==> config.mk <==
export PLATFORM = sky130hd
export DESIGN_NAME = job_ownership_queue_unit
export DESIGN_NICKNAME = d
export VERILOG_FILES = /design/src/design/joq_pkg.sv /design/src/design/joq_slot_mem.sv /design/src/design/job_ownership_queue_unit.sv
export SDC_FILE = /design/constraint.sdc
export NUM_CORES = 2
export LEC_CHECK = 0
export ABC_CLOCK_PERIOD_IN_PS = 13780
export BUFFER_PORTS_ARGS = -buffer_cell sky130_fd_sc_hd__buf_2
export CORE_UTILIZATION = 60
export DETAILED_ROUTE_END_ITERATION = 12
export MAX_ROUTING_LAYER = met4
export PLACE_DENSITY = 0.77
export SYNTH_ARGS = -nofsm -noshare
export SYNTH_HDL_FRONTEND = slang
export SYNTH_SLANG_ARGS = --single-unit
==> constraint.sdc <==
create_clock -name clk -period 13.78 [get_ports clk]
set_input_delay 2.756 -clock clk [delete_from_list [all_inputs] [get_ports clk]]
set_output_delay 2.756 -clock clk [all_outputs]
set_load 0.05 [all_outputs]
==> src/design/joq_pkg.sv <==
// joq_pkg: shared types and constants of the job ownership queue.
// Used by joq_slot_mem, job_ownership_queue_unit and the bench; depends on nothing.
package joq_pkg;

  localparam int TOKEN_W             = 64;
  localparam int EPOCH_W             = 64;
  localparam int CAP_W               = 5;
  localparam int PEND_W              = 5;
  localparam int DEFAULT_QUEUE_DEPTH = 16;

  localparam logic [CAP_W-1:0]   CAP_RESET   = 5'd16;
  localparam logic [EPOCH_W-1:0] EPOCH_RESET = 64'd1;
  localparam logic [EPOCH_W-1:0] EPOCH_MAX   = {EPOCH_W{1'b1}};

  typedef enum logic [2:0] {
    MODE_SUBMIT      = 3'd0,
    MODE_ACQUIRE     = 3'd1,
    MODE_COMPLETE    = 3'd2,
    MODE_PAUSE       = 3'd3,
    MODE_ABORT_PAUSE = 3'd4,
    MODE_RESUME      = 3'd5,
    MODE_FINISH_RST  = 3'd6,
    MODE_DEFER_RST   = 3'd7
  } joq_mode_t;

  typedef enum logic [3:0] {
    STS_OK          = 4'd0,
    STS_INVALID     = 4'd1,
    STS_BUSY        = 4'd2,
    STS_EXISTS      = 4'd3,
    STS_FULL        = 4'd4,
    STS_EMPTY       = 4'd5,
    STS_NO_ACTIVE   = 4'd6,
    STS_STALE       = 4'd7,
    STS_IN_PROGRESS = 4'd8
  } joq_status_t;

  typedef enum logic [1:0] {
    ST_IDLE = 2'd0,
    ST_SCAN = 2'd1,
    ST_ACQ  = 2'd2,
    ST_RESP = 2'd3
  } joq_state_t;

  // One queue slot as stored in the slot memory.
  typedef struct packed {
    logic [EPOCH_W-1:0] epoch;
    logic [TOKEN_W-1:0] token;
  } joq_slot_t;

endpackage

==> src/design/joq_slot_mem.sv <==
// joq_slot_mem: single-port-write, single-port-read slot memory, read data
// registered and valid in the cycle after rd_en. Depends on joq_pkg.
module joq_slot_mem #(
  parameter int DEPTH = joq_pkg::DEFAULT_QUEUE_DEPTH,
  parameter int IDX_W = (DEPTH > 1) ? $clog2(DEPTH) : 1
) (
  input  logic                clk,
  input  logic                wr_en,
  input  logic [IDX_W-1:0]    wr_addr,
  input  joq_pkg::joq_slot_t  wr_data,
  input  logic                rd_en,
  input  logic [IDX_W-1:0]    rd_addr,
  output joq_pkg::joq_slot_t  rd_data
);
  import joq_pkg::*;

  joq_slot_t mem [DEPTH];
  joq_slot_t rd_data_r;

  always_ff @(posedge clk) begin
    if (wr_en) begin
      mem[wr_addr] <= wr_data;
    end
  end

  always_ff @(posedge clk) begin
    if (rd_en) begin
      rd_data_r <= mem[rd_addr];
    end
  end

  assign rd_data = rd_data_r;

endmodule

==> src/design/job_ownership_queue_unit.sv <==
// job_ownership_queue_unit: bounded job FIFO with one active slot, epochs and
// admission control. Depends on joq_pkg and joq_slot_mem.
//
//  channel | ports                         | contents
//  --------+-------------------------------+---------------------------------
//  in      | in_tvalid/in_tready           | tuser: mode; tdata: token,
//          | in_tdata[135:0], in_tuser[2:0]| job_epoch, resume_after
//  out     | out_tvalid/out_tready         | tuser: status; tdata: out_token,
//          | out_tdata[135:0],out_tuser[3:0]| out_epoch, pending, accepting
//  cfg     | cfg_wr_en, cfg_wr_data[4:0]   | capacity, written when wr_en high
//
// One item at a time. A submit that reaches the duplicate scan reads one
// queued slot per cycle from the slot memory (one read port, pipelined so a
// compare overlaps the next read), then checks capacity and appends at the
// tail. A submit rejected up front skips the scan. An acquire that succeeds
// does one memory read; all other modes answer without the slot memory.
// Reset (rst_n low, synchronous) empties the queue, clears the active slot,
// sets epoch 1, opens admission and sets capacity 16. Slot contents are not
// cleared: only slots holding queued jobs are ever read.
// The result sits in an output register; the next item is accepted while it
// waits, and its own result waits in the engine until the register frees.
module job_ownership_queue_unit #(
  parameter int QUEUE_DEPTH = joq_pkg::DEFAULT_QUEUE_DEPTH
) (
  input  logic         clk,
  input  logic         rst_n,
  // slave side
  input  logic         in_tvalid,
  output logic         in_tready,
  input  logic [135:0] in_tdata,   // [63:0] token, [127:64] job_epoch,
                                   // [128] resume_after, [135:129] zero
  input  logic [2:0]   in_tuser,   // [2:0] mode
  // master side
  output logic         out_tvalid,
  input  logic         out_tready,
  output logic [135:0] out_tdata,  // [63:0] out_token, [127:64] out_epoch,
                                   // [132:128] pending, [133] accepting,
                                   // [135:134] zero
  output logic [3:0]   out_tuser,  // [3:0] status
  // configuration
  input  logic         cfg_wr_en,
  input  logic [joq_pkg::CAP_W-1:0] cfg_wr_data
);
  import joq_pkg::*;

  localparam int IDX_W = (QUEUE_DEPTH > 1) ? $clog2(QUEUE_DEPTH) : 1;
  localparam int CNT_W = $clog2(QUEUE_DEPTH + 1);
  localparam int SUM_W = IDX_W + 1;
  localparam int CMP_W = (CNT_W + 1 > CAP_W) ? CNT_W + 1 : CAP_W;
  localparam logic [IDX_W-1:0] IDX_LAST = IDX_W'(QUEUE_DEPTH - 1);
  localparam logic [SUM_W-1:0] SUM_DEPTH = SUM_W'(QUEUE_DEPTH);
  localparam logic [CMP_W-1:0] CMP_DEPTH = CMP_W'(QUEUE_DEPTH);
  localparam logic [CMP_W-1:0] CMP_ONE   = CMP_W'(1);

  // ---------------- state registers ----------------
  joq_state_t          state_r,  state_nxt;
  logic [IDX_W-1:0]    head_r,   head_nxt;
  logic [CNT_W-1:0]    queued_r, queued_nxt;
  logic                act_vld_r, act_vld_nxt;
  logic [TOKEN_W-1:0]  act_tok_r, act_tok_nxt;
  logic [EPOCH_W-1:0]  act_ep_r,  act_ep_nxt;
  logic [EPOCH_W-1:0]  cur_ep_r,  cur_ep_nxt;
  logic                adm_r,     adm_nxt;
  logic                dfr_r,     dfr_nxt;
  logic                reopen_r,  reopen_nxt;
  logic [CAP_W-1:0]    cap_r;

  // scan engine
  logic [TOKEN_W-1:0]  op_tok_r,  op_tok_nxt;
  logic [IDX_W-1:0]    ptr_r,     ptr_nxt;
  logic [CNT_W-1:0]    issued_r,  issued_nxt;
  logic                rd_vld_r,  rd_vld_nxt;

  // pending result
  joq_status_t         res_sts_r, res_sts_nxt;
  logic [TOKEN_W-1:0]  res_tok_r, res_tok_nxt;
  logic [EPOCH_W-1:0]  res_ep_r,  res_ep_nxt;

  // output register
  logic                out_vld_r, out_vld_nxt;
  joq_status_t         out_sts_r;
  logic [TOKEN_W-1:0]  out_tok_r;
  logic [EPOCH_W-1:0]  out_ep_r;
  logic [PEND_W-1:0]   out_pend_r;
  logic                out_acc_r;
  logic                out_load;

  // slot memory ports
  logic                mem_wr_en;
  logic [IDX_W-1:0]    mem_wr_addr;
  joq_slot_t           mem_wr_data;
  logic                mem_rd_en;
  logic [IDX_W-1:0]    mem_rd_addr;
  joq_slot_t           mem_rd_data;

  // ---------------- input decode ----------------
  joq_mode_t           in_mode;
  logic [TOKEN_W-1:0]  in_token;
  logic [EPOCH_W-1:0]  in_epoch;
  logic                in_reopen;
  logic                in_fire;

  assign in_mode   = joq_mode_t'(in_tuser);
  assign in_token  = in_tdata[63:0];
  assign in_epoch  = in_tdata[127:64];
  assign in_reopen = in_tdata[128];
  assign in_tready = (state_r == ST_IDLE);
  assign in_fire   = in_tvalid && in_tready;

  // ---------------- derived values ----------------
  logic [CMP_W-1:0]    occ;
  logic [CMP_W-1:0]    cap_ext;
  logic [CMP_W-1:0]    eff_cap;
  logic                occ_zero;
  logic [EPOCH_W-1:0]  ep_bumped;
  logic [SUM_W-1:0]    tail_sum;
  logic [IDX_W-1:0]    tail_idx;
  logic [IDX_W-1:0]    head_inc;
  logic [IDX_W-1:0]    ptr_inc;

  assign occ      = CMP_W'(queued_r) + CMP_W'(act_vld_r);
  assign cap_ext  = CMP_W'(cap_r);
  // Zero acts as one; anything past the ring size acts as the ring size.
  assign eff_cap  = (cap_ext == '0) ? CMP_ONE :
                    ((cap_ext > CMP_DEPTH) ? CMP_DEPTH : cap_ext);
  assign occ_zero = (occ == '0);
  // Epoch counts 1..max and wraps back to 1, never 0.
  assign ep_bumped = (cur_ep_r == EPOCH_MAX) ? EPOCH_RESET : cur_ep_r + EPOCH_RESET;

  // Tail index: head + queued stays below twice the ring size.
  assign tail_sum = SUM_W'(head_r) + SUM_W'(queued_r);
  assign tail_idx = (tail_sum >= SUM_DEPTH) ? IDX_W'(tail_sum - SUM_DEPTH)
                                            : IDX_W'(tail_sum);
  assign head_inc = (head_r == IDX_LAST) ? '0 : head_r + IDX_W'(1);
  assign ptr_inc  = (ptr_r  == IDX_LAST) ? '0 : ptr_r  + IDX_W'(1);

  // ---------------- control ----------------
  always_comb begin
    state_nxt   = state_r;
    head_nxt    = head_r;
    queued_nxt  = queued_r;
    act_vld_nxt = act_vld_r;
    act_tok_nxt = act_tok_r;
    act_ep_nxt  = act_ep_r;
    cur_ep_nxt  = cur_ep_r;
    adm_nxt     = adm_r;
    dfr_nxt     = dfr_r;
    reopen_nxt  = reopen_r;
    op_tok_nxt  = op_tok_r;
    ptr_nxt     = ptr_r;
    issued_nxt  = issued_r;
    rd_vld_nxt  = 1'b0;
    res_sts_nxt = res_sts_r;
    res_tok_nxt = res_tok_r;
    res_ep_nxt  = res_ep_r;
    out_load    = 1'b0;
    mem_wr_en   = 1'b0;
    mem_wr_addr = tail_idx;
    mem_wr_data = '{epoch: cur_ep_r, token: op_tok_r};
    mem_rd_en   = 1'b0;
    mem_rd_addr = head_r;

    case (state_r)
      ST_IDLE: begin
        if (in_fire) begin
          op_tok_nxt  = in_token;
          res_sts_nxt = STS_OK;
          res_tok_nxt = '0;
          res_ep_nxt  = '0;
          state_nxt   = ST_RESP;
          case (in_mode)
            MODE_SUBMIT: begin
              if (in_token == '0) begin
                res_sts_nxt = STS_INVALID;
              end else if (!adm_r) begin
                res_sts_nxt = STS_BUSY;
              end else if (act_vld_r && act_tok_r == in_token) begin
                res_sts_nxt = STS_EXISTS;
              end else begin
                // walk the queued slots from the head
                ptr_nxt    = head_r;
                issued_nxt = '0;
                state_nxt  = ST_SCAN;
              end
            end
            MODE_ACQUIRE: begin
              if (act_vld_r) begin
                res_sts_nxt = STS_BUSY;
              end else if (queued_r == '0) begin
                res_sts_nxt = STS_EMPTY;
              end else begin
                mem_rd_en   = 1'b1;
                mem_rd_addr = head_r;
                state_nxt   = ST_ACQ;
              end
            end
            MODE_COMPLETE: begin
              if (in_token == '0 || in_epoch == '0) begin
                res_sts_nxt = STS_INVALID;
              end else if (!act_vld_r) begin
                res_sts_nxt = STS_NO_ACTIVE;
              end else if (in_token != act_tok_r || in_epoch != act_ep_r) begin
                res_sts_nxt = STS_STALE;
              end else begin
                act_vld_nxt = 1'b0;
                act_tok_nxt = '0;
                act_ep_nxt  = '0;
                // deferred reset lands once everything has drained
                if (dfr_r && queued_r == '0) begin
                  cur_ep_nxt = ep_bumped;
                  adm_nxt    = reopen_r;
                  dfr_nxt    = 1'b0;
                  reopen_nxt = 1'b0;
                end
              end
            end
            MODE_PAUSE: begin
              adm_nxt     = 1'b0;
              res_sts_nxt = occ_zero ? STS_OK : STS_IN_PROGRESS;
            end
            MODE_ABORT_PAUSE: begin
              if (dfr_r) begin
                res_sts_nxt = STS_BUSY;
              end else begin
                adm_nxt = 1'b1;
              end
            end
            MODE_RESUME: begin
              if (!occ_zero || dfr_r) begin
                res_sts_nxt = STS_BUSY;
              end else begin
                adm_nxt = 1'b1;
              end
            end
            MODE_FINISH_RST: begin
              if (adm_r || !occ_zero || dfr_r) begin
                res_sts_nxt = STS_BUSY;
              end else begin
                cur_ep_nxt = ep_bumped;
                adm_nxt    = in_reopen;
                dfr_nxt    = 1'b0;
                reopen_nxt = 1'b0;
              end
            end
            MODE_DEFER_RST: begin
              if (adm_r || dfr_r) begin
                res_sts_nxt = STS_BUSY;
              end else if (occ_zero) begin
                cur_ep_nxt = ep_bumped;
                adm_nxt    = in_reopen;
                dfr_nxt    = 1'b0;
                reopen_nxt = 1'b0;
              end else begin
                dfr_nxt    = 1'b1;
                reopen_nxt = in_reopen;
              end
            end
            default: begin
              res_sts_nxt = STS_BUSY;
            end
          endcase
        end
      end

      ST_SCAN: begin
        if (rd_vld_r && mem_rd_data.token == op_tok_r) begin
          res_sts_nxt = STS_EXISTS;
          state_nxt   = ST_RESP;
        end else if (issued_r == queued_r && !rd_vld_r) begin
          // no duplicate: capacity check, then append at the tail
          if (occ >= eff_cap) begin
            res_sts_nxt = STS_FULL;
          end else begin
            mem_wr_en   = 1'b1;
            queued_nxt  = queued_r + CNT_W'(1);
            res_sts_nxt = STS_OK;
            res_ep_nxt  = cur_ep_r;
          end
          state_nxt = ST_RESP;
        end else if (issued_r != queued_r) begin
          mem_rd_en   = 1'b1;
          mem_rd_addr = ptr_r;
          ptr_nxt     = ptr_inc;
          issued_nxt  = issued_r + CNT_W'(1);
          rd_vld_nxt  = 1'b1;
        end
      end

      ST_ACQ: begin
        act_vld_nxt = 1'b1;
        act_tok_nxt = mem_rd_data.token;
        act_ep_nxt  = mem_rd_data.epoch;
        head_nxt    = head_inc;
        queued_nxt  = queued_r - CNT_W'(1);
        res_sts_nxt = STS_OK;
        res_tok_nxt = mem_rd_data.token;
        res_ep_nxt  = mem_rd_data.epoch;
        state_nxt   = ST_RESP;
      end

      ST_RESP: begin
        if (!out_vld_r || out_tready) begin
          out_load  = 1'b1;
          state_nxt = ST_IDLE;
        end
      end

      default: begin
        state_nxt = ST_IDLE;
      end
    endcase

    out_vld_nxt = out_load || (out_vld_r && !out_tready);
  end

  // ---------------- registers ----------------
  always_ff @(posedge clk) begin
    if (!rst_n) begin
      state_r   <= ST_IDLE;
      head_r    <= '0;
      queued_r  <= '0;
      act_vld_r <= 1'b0;
      act_tok_r <= '0;
      act_ep_r  <= '0;
      cur_ep_r  <= EPOCH_RESET;
      adm_r     <= 1'b1;
      dfr_r     <= 1'b0;
      reopen_r  <= 1'b0;
      cap_r     <= CAP_RESET;
      rd_vld_r  <= 1'b0;
      out_vld_r <= 1'b0;
    end else begin
      state_r   <= state_nxt;
      head_r    <= head_nxt;
      queued_r  <= queued_nxt;
      act_vld_r <= act_vld_nxt;
      act_tok_r <= act_tok_nxt;
      act_ep_r  <= act_ep_nxt;
      cur_ep_r  <= cur_ep_nxt;
      adm_r     <= adm_nxt;
      dfr_r     <= dfr_nxt;
      reopen_r  <= reopen_nxt;
      rd_vld_r  <= rd_vld_nxt;
      out_vld_r <= out_vld_nxt;
      if (cfg_wr_en) begin
        cap_r <= cfg_wr_data;
      end
    end
  end

  // payload, no reset needed
  always_ff @(posedge clk) begin
    op_tok_r  <= op_tok_nxt;
    ptr_r     <= ptr_nxt;
    issued_r  <= issued_nxt;
    res_sts_r <= res_sts_nxt;
    res_tok_r <= res_tok_nxt;
    res_ep_r  <= res_ep_nxt;
    if (out_load) begin
      // state is final by now; pending/accepting reflect the post-op view
      out_sts_r  <= res_sts_r;
      out_tok_r  <= res_tok_r;
      out_ep_r   <= res_ep_r;
      out_pend_r <= occ[PEND_W-1:0];
      out_acc_r  <= adm_r;
    end
  end

  // Writes happen only at the end of a submit, after its scan reads; acquire
  // reads in a later item, so no read overlaps a write to the same slot.
  joq_slot_mem #(
    .DEPTH (QUEUE_DEPTH),
    .IDX_W (IDX_W)
  ) u_slot_mem (
    .clk     (clk),
    .wr_en   (mem_wr_en),
    .wr_addr (mem_wr_addr),
    .wr_data (mem_wr_data),
    .rd_en   (mem_rd_en),
    .rd_addr (mem_rd_addr),
    .rd_data (mem_rd_data)
  );

  // ---------------- outputs ----------------
  assign out_tvalid = out_vld_r;
  assign out_tuser  = out_sts_r;
  assign out_tdata  = {2'b00, out_acc_r, out_pend_r, out_ep_r, out_tok_r};

  // ---------------- assertions ----------------
  a_queued_bound: assert property (@(posedge clk) disable iff (!rst_n)
    queued_r <= CNT_W'(QUEUE_DEPTH))
    else $error("queued count exceeds ring size");

  a_epoch_nonzero: assert property (@(posedge clk) disable iff (!rst_n)
    cur_ep_r != '0)
    else $error("current epoch is zero");

  a_defer_closed: assert property (@(posedge clk) disable iff (!rst_n)
    dfr_r |-> !adm_r)
    else $error("admission open while a reset is deferred");

  a_acq_legal: assert property (@(posedge clk) disable iff (!rst_n)
    (state_r == ST_ACQ) |-> (!act_vld_r && queued_r != '0))
    else $error("acquire read with active job or empty queue");

endmodule

-- Word level (Yosys, flattened, before mapping)
Memory sizes are Yosys's and may differ from the RTL's. A register that Yosys moved wholly into a read port is not among the register bits.
Index checks and enable logic that the tools add are counted.
- register bits: 557
- RAM bits: 2048
- input bits: 149
- word-level logic and storage cells: 251
- memories: 1
- add/sub/neg operators: 9
- magnitude comparators: 3
- equal/unequal tests: 44
- mux-type cells: 126
- reductions and logical operators: 44
- memories (name ; words ; width ; rd ports ; clocked after memory_dff ; wr ports ; line ; text):
    u_slot_mem.mem ; 16 ; 128 ; 1 ; 1 ; 1 ; joq_slot_mem.sv:17 ; joq_slot_t mem [DEPTH];
- operator list (kind ; count):
    2-to-1 mux 64 bit ; 17
    case mux 64 bit (2 select lines) ; 3
    case mux 64 bit (3 select lines) ; 2
    equality test 64 bit ; 2
    zero test 64 bit ; 2
    != test 64 bit ; 2
    2-to-1 mux 4 bit ; 19
    2-to-1 mux 5 bit ; 13
    adder 64 x 1 -> 64 bit (second input constant) ; 1
    equality test 64 bit (second input constant) ; 1
    2-to-1 mux 1 bit ; 40
    != test 2 bit (second input constant) ; 19
    case mux 4 bit (8 select lines) ; 1
    2-to-1 mux 2 bit ; 14
    case mux 5 bit (2 select lines) ; 2
    2-to-1 mux 3 bit ; 6
    AND reduction 9 bit ; 2
    equality test 3 bit (second input constant) ; 4
    zero test 6 bit ; 2
    case mux 4 bit (3 select lines) ; 1
    AND reduction 12 bit ; 1
    adder 5 x 1 -> 5 bit (second input constant) ; 2
    != test 2 x 1 -> 1 bit (second input constant) ; 5
    AND reduction 10 bit ; 1
    36 further kinds ; 64

-- Depth between registers and ports, before layout
- word-level depth: 10
- depth in mapped cells: 14
- mapped depth without buffers: 13

-- Cells and area by module
From an unflattened synthesis, not the netlist that was laid out.
- cell total of the unflattened synthesis: 5493
- area, all modules: 105548.7 um^2
- modules (own cells, without submodules) (module ; instances ; cells each ; area an instance (um^2) ; sequential area each (um^2)):
    joq_slot_mem ; 1 ; 3357 ; 80800.0 ; 65342.7
    job_ownership_queue_unit ; 1 ; 2136 ; 24748.7 ; 14584.0

-- Worst setup path after synthesis
OpenSTA, ideal clock, no wires.
- path type: register to register
- start point: register queued_r[0]
- end point: memory u_slot_mem.mem[0][0] in the netlist's numbering (enable)
- arrival: 10.699 ns
- required time: 13.008 ns
- path slack: 2.309 ns
- stages on the path, launching flop included: 11
- buffers on the path: 0
- path through: dfxtp_1 ha_1 ha_1 ha_1 a21o_1 a21o_1 a21oi_1 o2111ai_1 nor2b_1 nand2_1 nor3_1
- cells in the longest elaborated chain, start to end: 8
- elaborated cells on any way between the ends: 14
- RTL lines (element ; line ; text):
    start: declaration ; job_ownership_queue_unit.sv:58 ; logic [CNT_W-1:0] queued_r, queued_nxt;
    start signal: assignment ; job_ownership_queue_unit.sv:335 ; queued_r <= queued_nxt;
    adder 5 x 1 -> 6 bit ; job_ownership_queue_unit.sv:121 ; assign occ = CMP_W'(queued_r) + CMP_W'(act_vld_r);
    net occ[1] ; job_ownership_queue_unit.sv:111 ; logic [CMP_W-1:0] occ;
    greater-or-equal comparator 6 x 5 -> 1 bit ; job_ownership_queue_unit.sv:271 ; if (occ >= eff_cap) begin
    2-to-1 mux 1 bit ; job_ownership_queue_unit.sv:271 ;
    2-to-1 mux 1 bit ; job_ownership_queue_unit.sv:269 ; end else if (issued_r == queued_r && !rd_vld_r) begin
    2-to-1 mux 1 bit ; job_ownership_queue_unit.sv:266 ; if (rd_vld_r && mem_rd_data.token == op_tok_r) begin
    2-to-1 mux 1 bit ; job_ownership_queue_unit.sv:163 ; case (state_r)
    2-to-1 mux 1 bit ; joq_slot_mem.sv:21 ; if (wr_en) begin
    2-to-1 mux 1 bit (implied by the code) ; joq_slot_mem.sv:22 ; mem[wr_addr] <= wr_data;
    end: declaration ; joq_slot_mem.sv:17 ;
The timed path passes the listed nets, and every way through them passes these cells.

-- Worst setup path in the final report
- start point: register op_tok_r[55]
- end point: register, netlist name u_slot_mem.rd_data[47]
- cells in the longest elaborated chain, start to end: 4
- elaborated cells on any way between the ends: 6
- RTL lines (element ; line ; text):
    start: declaration ; job_ownership_queue_unit.sv:69 ; logic [TOKEN_W-1:0] op_tok_r, op_tok_nxt;
    start signal: assignment ; job_ownership_queue_unit.sv:353 ; op_tok_r <= op_tok_nxt;
    equality test 64 bit (*) ; job_ownership_queue_unit.sv:266 ;
    logical AND 1 bit (*) ; job_ownership_queue_unit.sv:266 ;
    2-to-1 mux 1 bit or 2-to-1 mux 4 bit (tied branches) ; job_ownership_queue_unit.sv:266 ;
    case mux 1 bit (2 select lines) or 2-to-1 mux 4 bit (tied branches) ; -- ;
Every way passes the cells marked *; elsewhere a longest branch is shown, timed or not.
A chain may end at the register's enable or synchronous reset.

==> metrics <==
IO Pins 291; Routed WL 327000 um; Placer Congestion 0.931; Slew HR 0.0616; cts repair resizes 0; Seq cells post-synth 2733; max FFs per register 2048; CTS H-tree depth 5; Post-synth top cells edfxtp_1 (2519), a211oi_1 (620), nand2_1 (530), clkbuf_1 (472), nor2_1 (311); Avg Cell Area, Syn 14.9 um2; Seq/Total Area, Yosys 0.728; Netlist cell types 66; I/O Buffers 281; mapped cell area 110000 um2; Max Cap Viol 0; worst hold path class flop to flop; average wire per standard cell 32.3 um; Overall Power 0.0252 W; crit end category flop; Tot GR Track Use 0.357; Worst path max stage delay 1.02 ns; Die Wd 430 um; RSZ-0062 raised after global routing false; Synth top area share 0.689; Final period util 0.527; DR iter-0 viols 12502; asr flop ratio synth 0; final setup TNS 0 ns; Top reg by flops u_slot_mem.mem; Gate Count Post-Synth 7370; Slew @ Worst Pin 1.41 ns; Period minus WS final 7.27 ns; Pleak 39.5 nW; Core ar. 181000 um2; Antenna Violating Nets Remaining 0; # fillers 11637; # clock sinks 2733; total number of vias 73153; ranking of synthesized cells by area edfxtp_1 (69%), a211oi_1 (4.2%), dfxtp_1 (3.9%); nets 7699; setup bufs post-CTS 0; Starting Density 0.606; number of synthesized flops with an enable pin 2519; Clock Path Buffers 4; initial antenna violation count 22; P&R area growth vs syn 11.5%; Inserted Clock Buffers 286; largest area contributor in the netlist edfxtp_1; Die Area 185000 um2; 1st-pass router iterations 6; Final Cell Area 122000 um2; CP Cell Sequence xor2_1 > nor4_1 > nand4_1 > nor4_4 > mux2_2 > nor2_4 > buf_4 > buf_12 > mux2i_1 > a2111oi_0 > or4_1; power per cell area 206 nW/um2; Ys Warns 0; status finished, final reports clean; GR Util met2 0.523; DR vias/cell 7.23; CP startpoint kind flop; DRC 0; vias in the first global route 70017; Setup Skew 0.0820 ns; Data required, critical path 14.41 ns; GR Util met3 0.0698; CP Buf/Inv Count 2; grt total ovfl 0; CTS tree yes; DP Wirelength 173000 um; Root Driver clkbuf_16; most frequent cell after synthesis edfxtp_1; Clock transition at path regs 0.07 ns; Die Ht 430 um; global-route met1 utilization 0.467; Setup-failing EPs final 0; grt peak-use layer met2; ratio of cells with drive above 1 in the final layout 0.112; worst skew pair latency 0.95 ns; max frequency 138 MHz; worst-path cell with the longest stage delay nor4_1; VDD IR max 380 uV; Fin. Hold Viols 0; max-slew violation count 0; Top FF cell, synth edfxtp_1; WS Path Type flop to flop; crit-path max FO 122; largest net degree at the start of global routing 224; Worst Path Arrival 7.90 ns; std cell rows 156; DP Area 113000 um2; first-pass GRT wire length 467000 um; CTS Hold Bufs 0; Largest delay share family, worst path simple AND/OR/NAND/NOR gates
-- layout make-up --
class | instances | area, um2 | area share
sequential | 2733 | 79900 | 0.653
multi-input combinational | 4046 | 27800 | 0.227
clock buffer | 374 | 7750 | 0.0633
tap | 2370 | 2970 | 0.0242
timing repair buffer | 411 | 2520 | 0.0206
clock inverter | 117 | 1200 | 0.00983
inverter | 49 | 190 | 0.00155
antenna | 19 | 47.5 | 0.000388
-- path summary, 6_finish.rpt --
| check | startpoint | end | slack (ns) | cells after the start |
|---|---|---|---|---|
| setup reg to reg | op_tok_r[55]$_DFFE_PP_ | u_slot_mem.rd_data[47]$_DFFE_PP_ | 6.51 | 11 |
| hold reg to reg | res_ep_r[4]$_DFFE_PP_ | out_ep_r[4]$_DFFE_PP_ | 0.42 | 0 |
| setup / recovery | op_tok_r[55]$_DFFE_PP_ | u_slot_mem.rd_data[47]$_DFFE_PP_ | 6.51 | 11 |
| hold / removal | res_ep_r[4]$_DFFE_PP_ | out_ep_r[4]$_DFFE_PP_ | 0.42 | 0 |
-- power breakdown --
part,switching [W],leakage [nW],internal (W)
logic,0.00509,10.8,0.00200
registers,0.000590,24.3,0.0100
clock network,0.00311,4.38,0.00440
total,0.00879,39.5,0.0164
-- metrics by stage --
stage | hold WS (ns) | setup slack [ns] | util | std cells
final | 0.416 | 6.51 | 0.676 | 10119
after global routing | 0.415 | 6.37 | 0.676 | 10114
after CTS | 0.416 | 6.69 | 0.676 | 10100
after detailed placement | 0.405 | 6.30 | 0.626 | 9609
after global placement | 0.403 | 6.34 | 0.626 | 9609
after floorplan | 0.400 | 2.31 | - | 7371
-- worst register-to-register path: cells and delay by family, from the launching register on --
kind / cells / cell delay [ns]
flops: 1 / 0.67
compound gates: 1 / 0.15
simple gates: 5 / 3.46
buf+inv: 2 / 1.39
xor+xnor: 1 / 0.34
mux: 2 / 0.98
-- placed cells by master (no fill, tap or decap), types with 46 or more instances in the layout --
cell,Yosys,routed
a311oi_1,124,124
xnor2_1,146,146
edfxtp_1,2519,2519
nand3_1,106,106
a21o_1,133,132
buf_4,3,119
clkinv_2,0,49
dfxtp_1,214,214
o21ai_0,166,165
inv_1,48,46
mux2i_1,137,133
and2_1,77,77
o2111a_1,122,122
a22oi_1,65,64
clkbuf_1,472,67
nor4b_1,122,122
nand2_1,530,528
nor2_1,311,297
xor2_1,99,99
and3_1,258,258
a2111oi_0,122,122
buf_2,31,281
or4_1,128,128
a21oi_1,185,184
nand4_1,56,56
clkbuf_16,0,291
a211o_1,246,246
nor4_1,67,65
a211oi_1,620,620
-- cell families (layout without fill, tap and decap cells) --
group,count (synthesis),count (layout),share of synthesized area
DFF,2733,2733,0.728
buffers and inverters,592,951,0.0215
and+or+nand+nor,1750,1750,0.0836
muxes,144,144,0.0132
other,1,21,0.0000342
AOI/OAI and AO/OA,1882,1882,0.131
adders and majority gates,23,23,0.00276
xor gates and xnor gates,245,245,0.0196
-- layer usage --
layer,vias up,wire length [um]
li1,29808,-
met1,36134,114000
met2,5986,148000
met3,1225,43400
met4,0,22100
met5,-,0
(Power assumes the default switching activity.)
